### src/lef_pkg.sv
// Package for the LED envelope follower: widths, reset values, codes and payload types.
// Used by lef_dp, lef_ctrl and level_led_envelope_follower; depends on nothing.
`default_nettype none

package lef_pkg;

  // Field widths
  localparam int SAMPLE_WIDTH = 16;
  localparam int LEVEL_WIDTH  = 8;
  localparam int TENTHS_WIDTH = 4;
  localparam int CFG_INDEX_WIDTH = 3;
  localparam int CFG_DATA_WIDTH  = SAMPLE_WIDTH;
  localparam int PROD_WIDTH = SAMPLE_WIDTH + LEVEL_WIDTH;
  localparam int CNT_WIDTH  = $clog2(LEVEL_WIDTH);

  // Register reset values
  localparam logic [SAMPLE_WIDTH-1:0] NOISE_GATE_RST     = SAMPLE_WIDTH'(500);
  localparam logic [SAMPLE_WIDTH-1:0] FULL_SCALE_RST     = SAMPLE_WIDTH'(8000);
  localparam logic [LEVEL_WIDTH-1:0]  BRIGHTNESS_CAP_RST = LEVEL_WIDTH'(200);
  localparam logic [TENTHS_WIDTH-1:0] ATTACK_RST         = TENTHS_WIDTH'(5);
  localparam logic [TENTHS_WIDTH-1:0] RELEASE_RST        = TENTHS_WIDTH'(2);

  // Tenths saturate at ten; the step is divided by ten
  localparam logic [TENTHS_WIDTH-1:0] TENTHS_MAX  = TENTHS_WIDTH'(10);
  localparam logic [SAMPLE_WIDTH-1:0] DIVISOR_TEN = SAMPLE_WIDTH'(10);

  // Last divider step count
  localparam logic [CNT_WIDTH-1:0] DIV_LAST = CNT_WIDTH'(LEVEL_WIDTH - 1);

  // Configuration register indexes
  typedef enum logic [CFG_INDEX_WIDTH-1:0] {
    CFG_NOISE_GATE     = 3'd0,
    CFG_FULL_SCALE     = 3'd1,
    CFG_BRIGHTNESS_CAP = 3'd2,
    CFG_ATTACK_TENTHS  = 3'd3,
    CFG_RELEASE_TENTHS = 3'd4
  } lef_cfg_e;

  // Request operation codes
  localparam logic OP_SAMPLE = 1'b0;
  localparam logic OP_ENABLE = 1'b1;

  // Result cause codes
  localparam logic CAUSE_SAMPLE = 1'b0;
  localparam logic CAUSE_OFF    = 1'b1;

  // Input request
  typedef struct packed {
    logic                    operation;
    logic [SAMPLE_WIDTH-1:0] rms;
    logic                    enable;
  } lef_in_t;

  // Output request
  typedef struct packed {
    logic [LEVEL_WIDTH-1:0] brightness;
    logic                   cause;
  } lef_out_t;

  // Controller to datapath commands
  typedef struct packed {
    logic accept;      // latch the sample
    logic set_en;      // take the new enable state
    logic clear_level; // zero the kept level
    logic tgt_zero;    // target is zero
    logic tgt_cap;     // target is the cap
    logic mul_tgt;     // product of gate offset and cap
    logic mul_step;    // product of level difference and tenths
    logic div_start;   // load the divider
    logic div_ten;     // divide by ten instead of the span
    logic div_step;    // one quotient bit
    logic apply;       // write new level and result
    logic out_off;     // write the turned-off result
  } lef_cmd_t;

  // Datapath to controller status
  typedef struct packed {
    logic op;       // operation of the offered request
    logic en_bit;   // enable bit of the offered request
    logic enabled;  // kept enable state
    logic tgt_zero; // sample at or below gate, or empty span
    logic tgt_sat;  // sample at or above full scale
  } lef_sts_t;

endpackage

`default_nettype wire

### src/lef_dp.sv
// Datapath of the LED envelope follower: config registers, kept state, shared
// multiplier and restoring divider, output register. Depends on lef_pkg.
`default_nettype none

module lef_dp (
  input  wire                                   clk,
  input  wire                                   rst,
  input  wire                                   cfg_we,
  input  wire  [lef_pkg::CFG_INDEX_WIDTH-1:0]   cfg_index,
  input  wire  [lef_pkg::CFG_DATA_WIDTH-1:0]    cfg_data,
  input  wire  lef_pkg::lef_in_t                in_data,
  input  wire  lef_pkg::lef_cmd_t               cmd,
  output lef_pkg::lef_sts_t                     sts,
  output lef_pkg::lef_out_t                     out_data
);

  localparam int SW = lef_pkg::SAMPLE_WIDTH;
  localparam int LW = lef_pkg::LEVEL_WIDTH;
  localparam int TW = lef_pkg::TENTHS_WIDTH;
  localparam int PW = lef_pkg::PROD_WIDTH;

  // Configuration registers
  logic [SW-1:0] noise_gate;
  logic [SW-1:0] full_scale;
  logic [LW-1:0] brightness_cap;
  logic [TW-1:0] attack_tenths;
  logic [TW-1:0] release_tenths;

  // Kept state
  logic          enabled;
  logic [LW-1:0] level;

  // Working registers
  logic [SW-1:0] rms;
  logic [PW-1:0] prod;
  logic [SW-1:0] rem;
  logic [LW-1:0] nbits;
  logic [SW-1:0] divisor;
  logic [LW-1:0] quo;       // target, then step size
  logic          rising;

  // Sample mapping
  logic          above_gate;
  logic          span_pos;
  logic [SW-1:0] gate_off;
  logic [SW-1:0] span;

  // Step computation
  logic          rise_now;
  logic [LW-1:0] mag;
  logic [TW-1:0] tenths_sel;
  logic [TW-1:0] tenths_lim;

  // Multiplier and divider
  logic [SW-1:0] mul_a;
  logic [LW-1:0] mul_b;
  logic [PW-1:0] mul_p;
  logic [SW:0]   trial;
  logic [SW:0]   trial_sub;
  logic          fits;

  // Level update
  logic [LW:0]   sum;
  logic [LW-1:0] level_next;

  // Gate and span checks
  always_comb begin
    above_gate = rms > noise_gate;
    span_pos   = full_scale > noise_gate;
    gate_off   = rms - noise_gate;
    span       = full_scale - noise_gate;
  end

  assign sts.op       = in_data.operation;
  assign sts.en_bit   = in_data.enable;
  assign sts.enabled  = enabled;
  assign sts.tgt_zero = !above_gate || !span_pos;
  assign sts.tgt_sat  = gate_off >= span;

  // Direction, size and rate of the move toward the target
  always_comb begin
    rise_now   = quo > level;
    mag        = rise_now ? (quo - level) : (level - quo);
    tenths_sel = rise_now ? attack_tenths : release_tenths;
    tenths_lim = (tenths_sel > lef_pkg::TENTHS_MAX) ? lef_pkg::TENTHS_MAX : tenths_sel;
  end

  // Shared multiplier
  always_comb begin
    if (cmd.mul_tgt) begin
      mul_a = gate_off;
      mul_b = brightness_cap;
    end else begin
      mul_a = SW'(mag);
      mul_b = LW'(tenths_lim);
    end
    mul_p = PW'(mul_a) * PW'(mul_b);
  end

  // Restoring divider step; remainder stays below the divisor
  always_comb begin
    trial     = {rem, nbits[LW-1]};
    trial_sub = trial - {1'b0, divisor};
    fits      = trial >= {1'b0, divisor};
  end

  // New level, clamped to the cap
  always_comb begin
    if (rising) begin
      sum = {1'b0, level} + {1'b0, quo};
    end else begin
      sum = {1'b0, level} - {1'b0, quo};
    end
    level_next = (sum > {1'b0, brightness_cap}) ? brightness_cap : sum[LW-1:0];
  end

  // Configuration and kept state
  always_ff @(posedge clk) begin
    if (rst) begin
      noise_gate     <= lef_pkg::NOISE_GATE_RST;
      full_scale     <= lef_pkg::FULL_SCALE_RST;
      brightness_cap <= lef_pkg::BRIGHTNESS_CAP_RST;
      attack_tenths  <= lef_pkg::ATTACK_RST;
      release_tenths <= lef_pkg::RELEASE_RST;
      enabled        <= 1'b0;
      level          <= '0;
    end else begin
      if (cfg_we) begin
        unique case (cfg_index)
          lef_pkg::CFG_NOISE_GATE:     noise_gate     <= cfg_data[SW-1:0];
          lef_pkg::CFG_FULL_SCALE:     full_scale     <= cfg_data[SW-1:0];
          lef_pkg::CFG_BRIGHTNESS_CAP: brightness_cap <= cfg_data[LW-1:0];
          lef_pkg::CFG_ATTACK_TENTHS:  attack_tenths  <= cfg_data[TW-1:0];
          lef_pkg::CFG_RELEASE_TENTHS: release_tenths <= cfg_data[TW-1:0];
          default: ;
        endcase
      end
      if (cmd.set_en) begin
        enabled <= in_data.enable;
      end
      if (cmd.clear_level) begin
        level <= '0;
      end else if (cmd.apply) begin
        level <= level_next;
      end
    end
  end

  // Working registers and result
  always_ff @(posedge clk) begin
    if (cmd.accept) begin
      rms <= in_data.rms;
    end
    if (cmd.mul_tgt || cmd.mul_step) begin
      prod <= mul_p;
    end
    if (cmd.mul_step) begin
      rising <= rise_now;
    end
    if (cmd.div_start) begin
      rem     <= prod[PW-1:LW];
      nbits   <= prod[LW-1:0];
      divisor <= cmd.div_ten ? lef_pkg::DIVISOR_TEN : span;
    end else if (cmd.div_step) begin
      rem   <= fits ? trial_sub[SW-1:0] : trial[SW-1:0];
      nbits <= {nbits[LW-2:0], 1'b0};
    end
    if (cmd.tgt_zero) begin
      quo <= '0;
    end else if (cmd.tgt_cap) begin
      quo <= brightness_cap;
    end else if (cmd.div_step) begin
      quo <= {quo[LW-2:0], fits};
    end
    if (cmd.apply) begin
      out_data.brightness <= level_next;
      out_data.cause      <= lef_pkg::CAUSE_SAMPLE;
    end else if (cmd.out_off) begin
      out_data.brightness <= '0;
      out_data.cause      <= lef_pkg::CAUSE_OFF;
    end
  end

endmodule

`default_nettype wire

### src/lef_ctrl.sv
// Controller of the LED envelope follower: sequences map, divide, step and
// output phases and owns the handshake state. Depends on lef_pkg.
`default_nettype none

module lef_ctrl (
  input  wire                      clk,
  input  wire                      rst,
  input  wire                      in_valid,
  output logic                     in_stall,
  output logic                     out_valid,
  input  wire                      out_stall,
  input  wire  lef_pkg::lef_sts_t  sts,
  output lef_pkg::lef_cmd_t        cmd
);

  typedef enum logic [3:0] {
    ST_IDLE,
    ST_MAP,
    ST_LOADT,
    ST_DIVT,
    ST_STEP,
    ST_LOADS,
    ST_DIVS,
    ST_APPLY,
    ST_OFF
  } state_t;

  state_t                        state;
  state_t                        state_next;
  logic [lef_pkg::CNT_WIDTH-1:0] cnt;
  logic                          slot_free;
  logic                          load_out;

  assign in_stall  = (state != ST_IDLE);
  assign slot_free = !out_valid || !out_stall;
  assign load_out  = cmd.apply || cmd.out_off;

  // Command decode and next state
  always_comb begin
    cmd        = '0;
    state_next = state;
    unique case (state)
      ST_IDLE: begin
        if (in_valid) begin
          cmd.accept = 1'b1;
          if (sts.op == lef_pkg::OP_ENABLE) begin
            cmd.set_en = 1'b1;
            if (!sts.en_bit) begin
              cmd.clear_level = 1'b1;
              state_next      = ST_OFF;
            end
          end else if (sts.enabled) begin
            state_next = ST_MAP;
          end
        end
      end
      ST_MAP: begin
        if (sts.tgt_zero) begin
          cmd.tgt_zero = 1'b1;
          state_next   = ST_STEP;
        end else if (sts.tgt_sat) begin
          cmd.tgt_cap = 1'b1;
          state_next  = ST_STEP;
        end else begin
          cmd.mul_tgt = 1'b1;
          state_next  = ST_LOADT;
        end
      end
      ST_LOADT: begin
        cmd.div_start = 1'b1;
        state_next    = ST_DIVT;
      end
      ST_DIVT: begin
        cmd.div_step = 1'b1;
        if (cnt == lef_pkg::DIV_LAST) begin
          state_next = ST_STEP;
        end
      end
      ST_STEP: begin
        cmd.mul_step = 1'b1;
        state_next   = ST_LOADS;
      end
      ST_LOADS: begin
        cmd.div_start = 1'b1;
        cmd.div_ten   = 1'b1;
        state_next    = ST_DIVS;
      end
      ST_DIVS: begin
        cmd.div_step = 1'b1;
        if (cnt == lef_pkg::DIV_LAST) begin
          state_next = ST_APPLY;
        end
      end
      ST_APPLY: begin
        if (slot_free) begin
          cmd.apply  = 1'b1;
          state_next = ST_IDLE;
        end
      end
      ST_OFF: begin
        if (slot_free) begin
          cmd.out_off = 1'b1;
          state_next  = ST_IDLE;
        end
      end
      default: state_next = ST_IDLE;
    endcase
  end

  // State, step counter and output valid
  always_ff @(posedge clk) begin
    if (rst) begin
      state     <= ST_IDLE;
      cnt       <= '0;
      out_valid <= 1'b0;
    end else begin
      state <= state_next;
      if (cmd.div_start) begin
        cnt <= '0;
      end else if (cmd.div_step) begin
        cnt <= cnt + 1'b1;
      end
      if (load_out) begin
        out_valid <= 1'b1;
      end else if (!out_stall) begin
        out_valid <= 1'b0;
      end
    end
  end

`ifndef SYNTHESIS
  // Divider runs exactly one quotient bit per level bit
  a_divt_exit: assert property (@(posedge clk) disable iff (rst)
    (state == ST_DIVT && cnt == lef_pkg::DIV_LAST) |=> (state == ST_STEP))
    else $error("target divide did not end after the last step");

  // A level result is presented as soon as the output slot is free
  a_apply_out: assert property (@(posedge clk) disable iff (rst)
    (state == ST_APPLY && slot_free) |=> (out_valid && state == ST_IDLE))
    else $error("level result not presented");

  // Turning off always leaves the block disabled
  a_off_disabled: assert property (@(posedge clk) disable iff (rst)
    (state == ST_OFF) |-> !sts.enabled)
    else $error("turn-off result while still enabled");

  // A sample while disabled is dropped and the controller stays idle
  a_drop_sample: assert property (@(posedge clk) disable iff (rst)
    (state == ST_IDLE && in_valid && sts.op == lef_pkg::OP_SAMPLE && !sts.enabled)
      |=> (state == ST_IDLE))
    else $error("sample while disabled was processed");
`endif

endmodule

`default_nettype wire

### src/level_led_envelope_follower.sv
// Top level of the LED envelope follower: joins controller and datapath.
// Depends on lef_pkg, lef_ctrl and lef_dp.
`default_nettype none

// Attack/release envelope follower turning RMS audio levels into a white LED
// brightness. Each request is a level sample or an enable change. An enabled
// sample runs through the shared restoring divider, which yields one quotient
// bit a cycle, first for the gate-to-full-scale mapping and then for the
// division by ten of the attack/release step; the mapping division is skipped
// when the sample sits at or below the noise gate or at or above full scale.
// A disable emits brightness 0 with cause 1; an enable or a sample while
// disabled emits nothing. A finished result sits in the output register
// while the next request is accepted. Configuration writes are taken at any
// time but belong in idle periods.
module level_led_envelope_follower (
  input  wire                                  clk,
  input  wire                                  rst,
  input  wire                                  cfg_we,
  input  wire  [lef_pkg::CFG_INDEX_WIDTH-1:0]  cfg_index,
  input  wire  [lef_pkg::CFG_DATA_WIDTH-1:0]   cfg_data,
  input  wire                                  in_valid,
  output logic                                 in_stall,
  input  wire  lef_pkg::lef_in_t               in_data,
  output logic                                 out_valid,
  input  wire                                  out_stall,
  output lef_pkg::lef_out_t                    out_data
);

  lef_pkg::lef_cmd_t cmd;
  lef_pkg::lef_sts_t sts;

  // Sequencer
  lef_ctrl u_ctrl (
    .clk       (clk),
    .rst       (rst),
    .in_valid  (in_valid),
    .in_stall  (in_stall),
    .out_valid (out_valid),
    .out_stall (out_stall),
    .sts       (sts),
    .cmd       (cmd)
  );

  // Arithmetic and state
  lef_dp u_dp (
    .clk       (clk),
    .rst       (rst),
    .cfg_we    (cfg_we),
    .cfg_index (cfg_index),
    .cfg_data  (cfg_data),
    .in_data   (in_data),
    .cmd       (cmd),
    .sts       (sts),
    .out_data  (out_data)
  );

endmodule

`default_nettype wire

### config.mk
export PLATFORM = sky130hd
export DESIGN_NAME = level_led_envelope_follower
export DESIGN_NICKNAME = d
export VERILOG_FILES = /design/src/lef_pkg.sv /design/src/lef_dp.sv /design/src/lef_ctrl.sv /design/src/level_led_envelope_follower.sv
export SDC_FILE = /design/constraint.sdc
export NUM_CORES = 1
export LEC_CHECK = 0
export ABC_AREA = 1
export BUFFER_PORTS_ARGS = -buffer_cell sky130_fd_sc_hd__buf_2
export CORE_ASPECT_RATIO = 0.75
export CORE_UTILIZATION = 60
export CTS_CLUSTER_SIZE = 40
export DETAILED_ROUTE_END_ITERATION = 12
export HOLD_SLACK_MARGIN = 0.1
export PLACE_DENSITY = 0.78
export SYNTH_ARGS = -nofsm -noshare
export SYNTH_HDL_FRONTEND = slang
export SYNTH_SLANG_ARGS = --single-unit
### constraint.sdc
create_clock -name clk -period 17.5 [get_ports clk]
set_clock_uncertainty 0.2 [all_clocks]
set_input_delay 0 -clock clk [delete_from_list [all_inputs] [get_ports clk]]
set_output_delay 0 -clock clk [all_outputs]
set_load 0.1 [all_outputs]
==> impl_metrics.env <==
export IMPL_status="completed"
export IMPL_hpwl_um=32020
export IMPL_routed_wl_um=43720
export IMPL_synthFlopType="edfxtp_1"
export IMPL_synth_compound_area_share_pct=10.74
export IMPL_syn_cell_area_um2=14730
export IMPL_min_delay_path_class="in2reg"
export IMPL_netlist_instances=1914
export IMPL_yosys_area_share_simple_pct=22.85
export IMPL_leakage_nw=8.427
export IMPL_cts_resized=0
export IMPL_nets=2318
export IMPL_min_period_ns=9.054
export IMPL_slew_limit_headroom_pct=23.39
export IMPL_routabilityCongestion=0.9804
export IMPL_clockBufferDepth=2
export IMPL_whs_path_depth=2
export IMPL_final_util_pct=69.69
export IMPL_yosys_warnings=0
export IMPL_root_buffer="clkbuf_16"
export IMPL_htree_levels=4
export IMPL_irDropWorstVdd_mv=0.3187
export IMPL_slowest_delay_ns=0.56
export IMPL_routedWlPerCell_um=18.31
export IMPL_rows=49
export IMPL_crit_slowest_cell="fa_1"
export IMPL_areaGrowthSynthToFinish_pct=13.72
export IMPL_tritoncts="built"
export IMPL_ys_types=46
export IMPL_nFillCells=1942
export IMPL_max_freq_ghz=0.1104
export IMPL_cts_setup_buffers=0
export IMPL_die_y_um=137.7
export IMPL_yosysSeqAreaShare_pct=28.20
export IMPL_synthesis_nets=2188
export IMPL_drtIter0Drc=1352
export IMPL_synth_xor_area_share_pct=4.757
export IMPL_reg2reg_depth=36
export IMPL_die_w_um=182.9
export IMPL_end_kind="flip-flop"
export IMPL_avgSynthCellArea_um2=7.695
export IMPL_finalHoldViolations=0
export IMPL_postPlaceCellArea_um2=15300
export IMPL_clk_pin_slew_ns=0.09
export IMPL_yosysMostFrequentCell="nand2_1"
export IMPL_synth_top_family_by_area="adder cells"
export IMPL_grt_overflow_total=0
export IMPL_num_io_pins=53
export IMPL_tightest_slew_ns=1.143
export IMPL_worstPathRequired_ns=17.50
export IMPL_drc=0
export IMPL_min_period_over_period_pct=51.74
export IMPL_finalSetupViolCount=0
export IMPL_numPortBuffers=52
export IMPL_synthTopCellsByCount="413 x nand2_1, 306 x inv_1, 231 x nor2_1"
export IMPL_worstSetupPathType="reg2reg"
export IMPL_start_util_pct=61.29
export IMPL_vias_per_cell=5.714
export IMPL_slew_violations=0
export IMPL_antenna_left=0
export IMPL_timing_rr_start="u_dp.noise_gate[2]"
export IMPL_grt_setup_unrepaired="no"
export IMPL_crit_top_cell="nand2_1"
export IMPL_crit_path_max_fanout=27
export IMPL_start_kind="flip-flop"
export IMPL_fin_tns_setup_ns=0
export IMPL_async_flop_share_pct=0
export IMPL_whs_endpoint="u_dp.rms[2]"
export IMPL_grt_max_degree=52
export IMPL_drive_above_1_share_pct=6.563
export IMPL_grt_total_usage_pct=35.64
export IMPL_synth_area_leader_cell="edfxtp_1"
export IMPL_synth_top_cell_area_share_pct=18.14
export IMPL_grt_antenna_before_repair=0
export IMPL_cts_inserted_buffers=17
export IMPL_coreArea_um2=24030
export IMPL_whs_ns=0.1278
export IMPL_rrSetupSlack_ns=8.45
export IMPL_p_per_area_nw_per_um2=176.7
export IMPL_grt_pass1_wl_um=68260
export IMPL_yosys_mux_area_fraction_pct=0.06796
export IMPL_grt_pass1_vias=12930
export IMPL_synth_top_cells_by_area="edfxtp_1 18%, fa_1 12%, ha_1 12%"
export IMPL_drt_pass1_iter_count=7
export IMPL_ys_seq_elements=163
export IMPL_r2r_end="u_dp.prod[18]"
export IMPL_synth_edf_count=89
export IMPL_diodes=0
export IMPL_vias=13640
export IMPL_design_area_um2=16750
export IMPL_post_synth_fa_ha_maj_area_fraction_pct=24.29
export IMPL_maxCapViolations=0
export IMPL_die_area_um2=25190
export IMPL_clkSinkCount=163
export IMPL_cp_arrival_ns=9.05
export IMPL_min_from="in_data[3]"
export IMPL_clock_latency_ns=0.46
worst max path at each step:
stage                       start            end  cells past startpoint
6_report       u_dp.noise_gate[2]  u_dp.prod[18]                     36
5_1_grt        u_dp.noise_gate[2]  u_dp.prod[18]                     36
4_1_cts               u_dp.rms[0]  u_dp.prod[18]                     38
3_5_place_dp          u_dp.rms[0]  u_dp.prod[18]                     38
3_3_place_gp   u_dp.noise_gate[2]  u_dp.prod[18]                     36
2_1_floorplan         u_dp.rms[0]  u_dp.prod[17]                     39
sequential cells by signal (all words and copies together), names as in the netlist:
signal	cells
u_ctrl.cnt	3
u_ctrl.out_valid	1
u_ctrl.state	4
u_dp.attack_tenths	4
u_dp.brightness_cap	8
u_dp.divisor	16
u_dp.enabled	1
u_dp.full_scale	16
u_dp.level	8
u_dp.nbits	8
u_dp.noise_gate	16
u_dp.out_data	9
u_dp.prod	24
u_dp.quo	8
u_dp.release_tenths	4
u_dp.rem	16
u_dp.rising	1
u_dp.rms	16
final cells by class:
type                       count  area (um^2)  area share (%)
multi-input combinational   1405         9240           55.17
sequential                   163         4154           24.80
inverter                     317         1190           7.104
clock buffer                  17        425.4           2.540
clock inverter                15        200.2           1.195
tap                          331        414.1           2.473
timing repair buffer         140         1126           6.723
per-layer routing:
layer | GRT usage (%) | share of wire (%)
met5 | 0 | 0
met4 | 11.02 | 2.9
met3 | 7.269 | 10
met2 | 55.66 | 43
met1 | 49.79 | 44
critical path, delay by kind of cell (launching register included):
kind / cells / cell delay, ns
adders and majority gates: 7 / 3.14
and+or+nand+nor: 12 / 2.07
DFF: 1 / 0.34
AOI/OAI and AO/OA: 9 / 2.00
buffers and inverters: 6 / 0.70
xor gates and xnor gates: 2 / 0.32
through the flow:
stage / setup WS (ns) / cells / power (mW)
floorplan: 10.02 / 1914 / 2.056
detailed placement: 8.641 / 2274 / 2.506
CTS: 8.646 / 2388 / 2.936
global route: 7.908 / 2388 / 3.233
global placement: 8.877 / 2274 / 2.468
finish: 8.446 / 2388 / 2.960
kinds of logic after synthesis:
logic type               count (synthesis)
AND/OR/NAND/NOR                        804
buffers and inverters                  346
AO/OA/AOI/OAI                          288
adder cells (fa/ha/maj)                232
flip-flops                             163
XOR/XNOR                                80
multiplexers                             1
placed cells by master, fill, tap and decap left out, drive strengths merged, types with 17 or more instances in the layout:
| cell | count |
|---|---|
| ha | 142 |
| buf | 58 |
| fa | 90 |
| nor2 | 245 |
| xor2 | 52 |
| dfxtp | 74 |
| inv | 322 |
| edfxtp | 89 |
| nand4 | 23 |
| nand3 | 79 |
| clkbuf | 17 |
| dlygate4sd3 | 82 |
| o21ai | 100 |
| nand2 | 428 |
| xnor2 | 28 |
| o211ai | 20 |
| a21oi | 137 |
repair_timing:
item | CTS | global route
endpoints found under the setup margin | 0 | 0
endpoints found under the hold margin | 103 | 0
hold buffers | 82 | 0
power breakdown:
group          internal [mW]  switching (mW)  total (mW)
registers              0.508          0.0270       0.535
logic                  0.709            1.31        2.02
clock network          0.209           0.198       0.407
No activity file was read; power rests on OpenSTA's default activity.
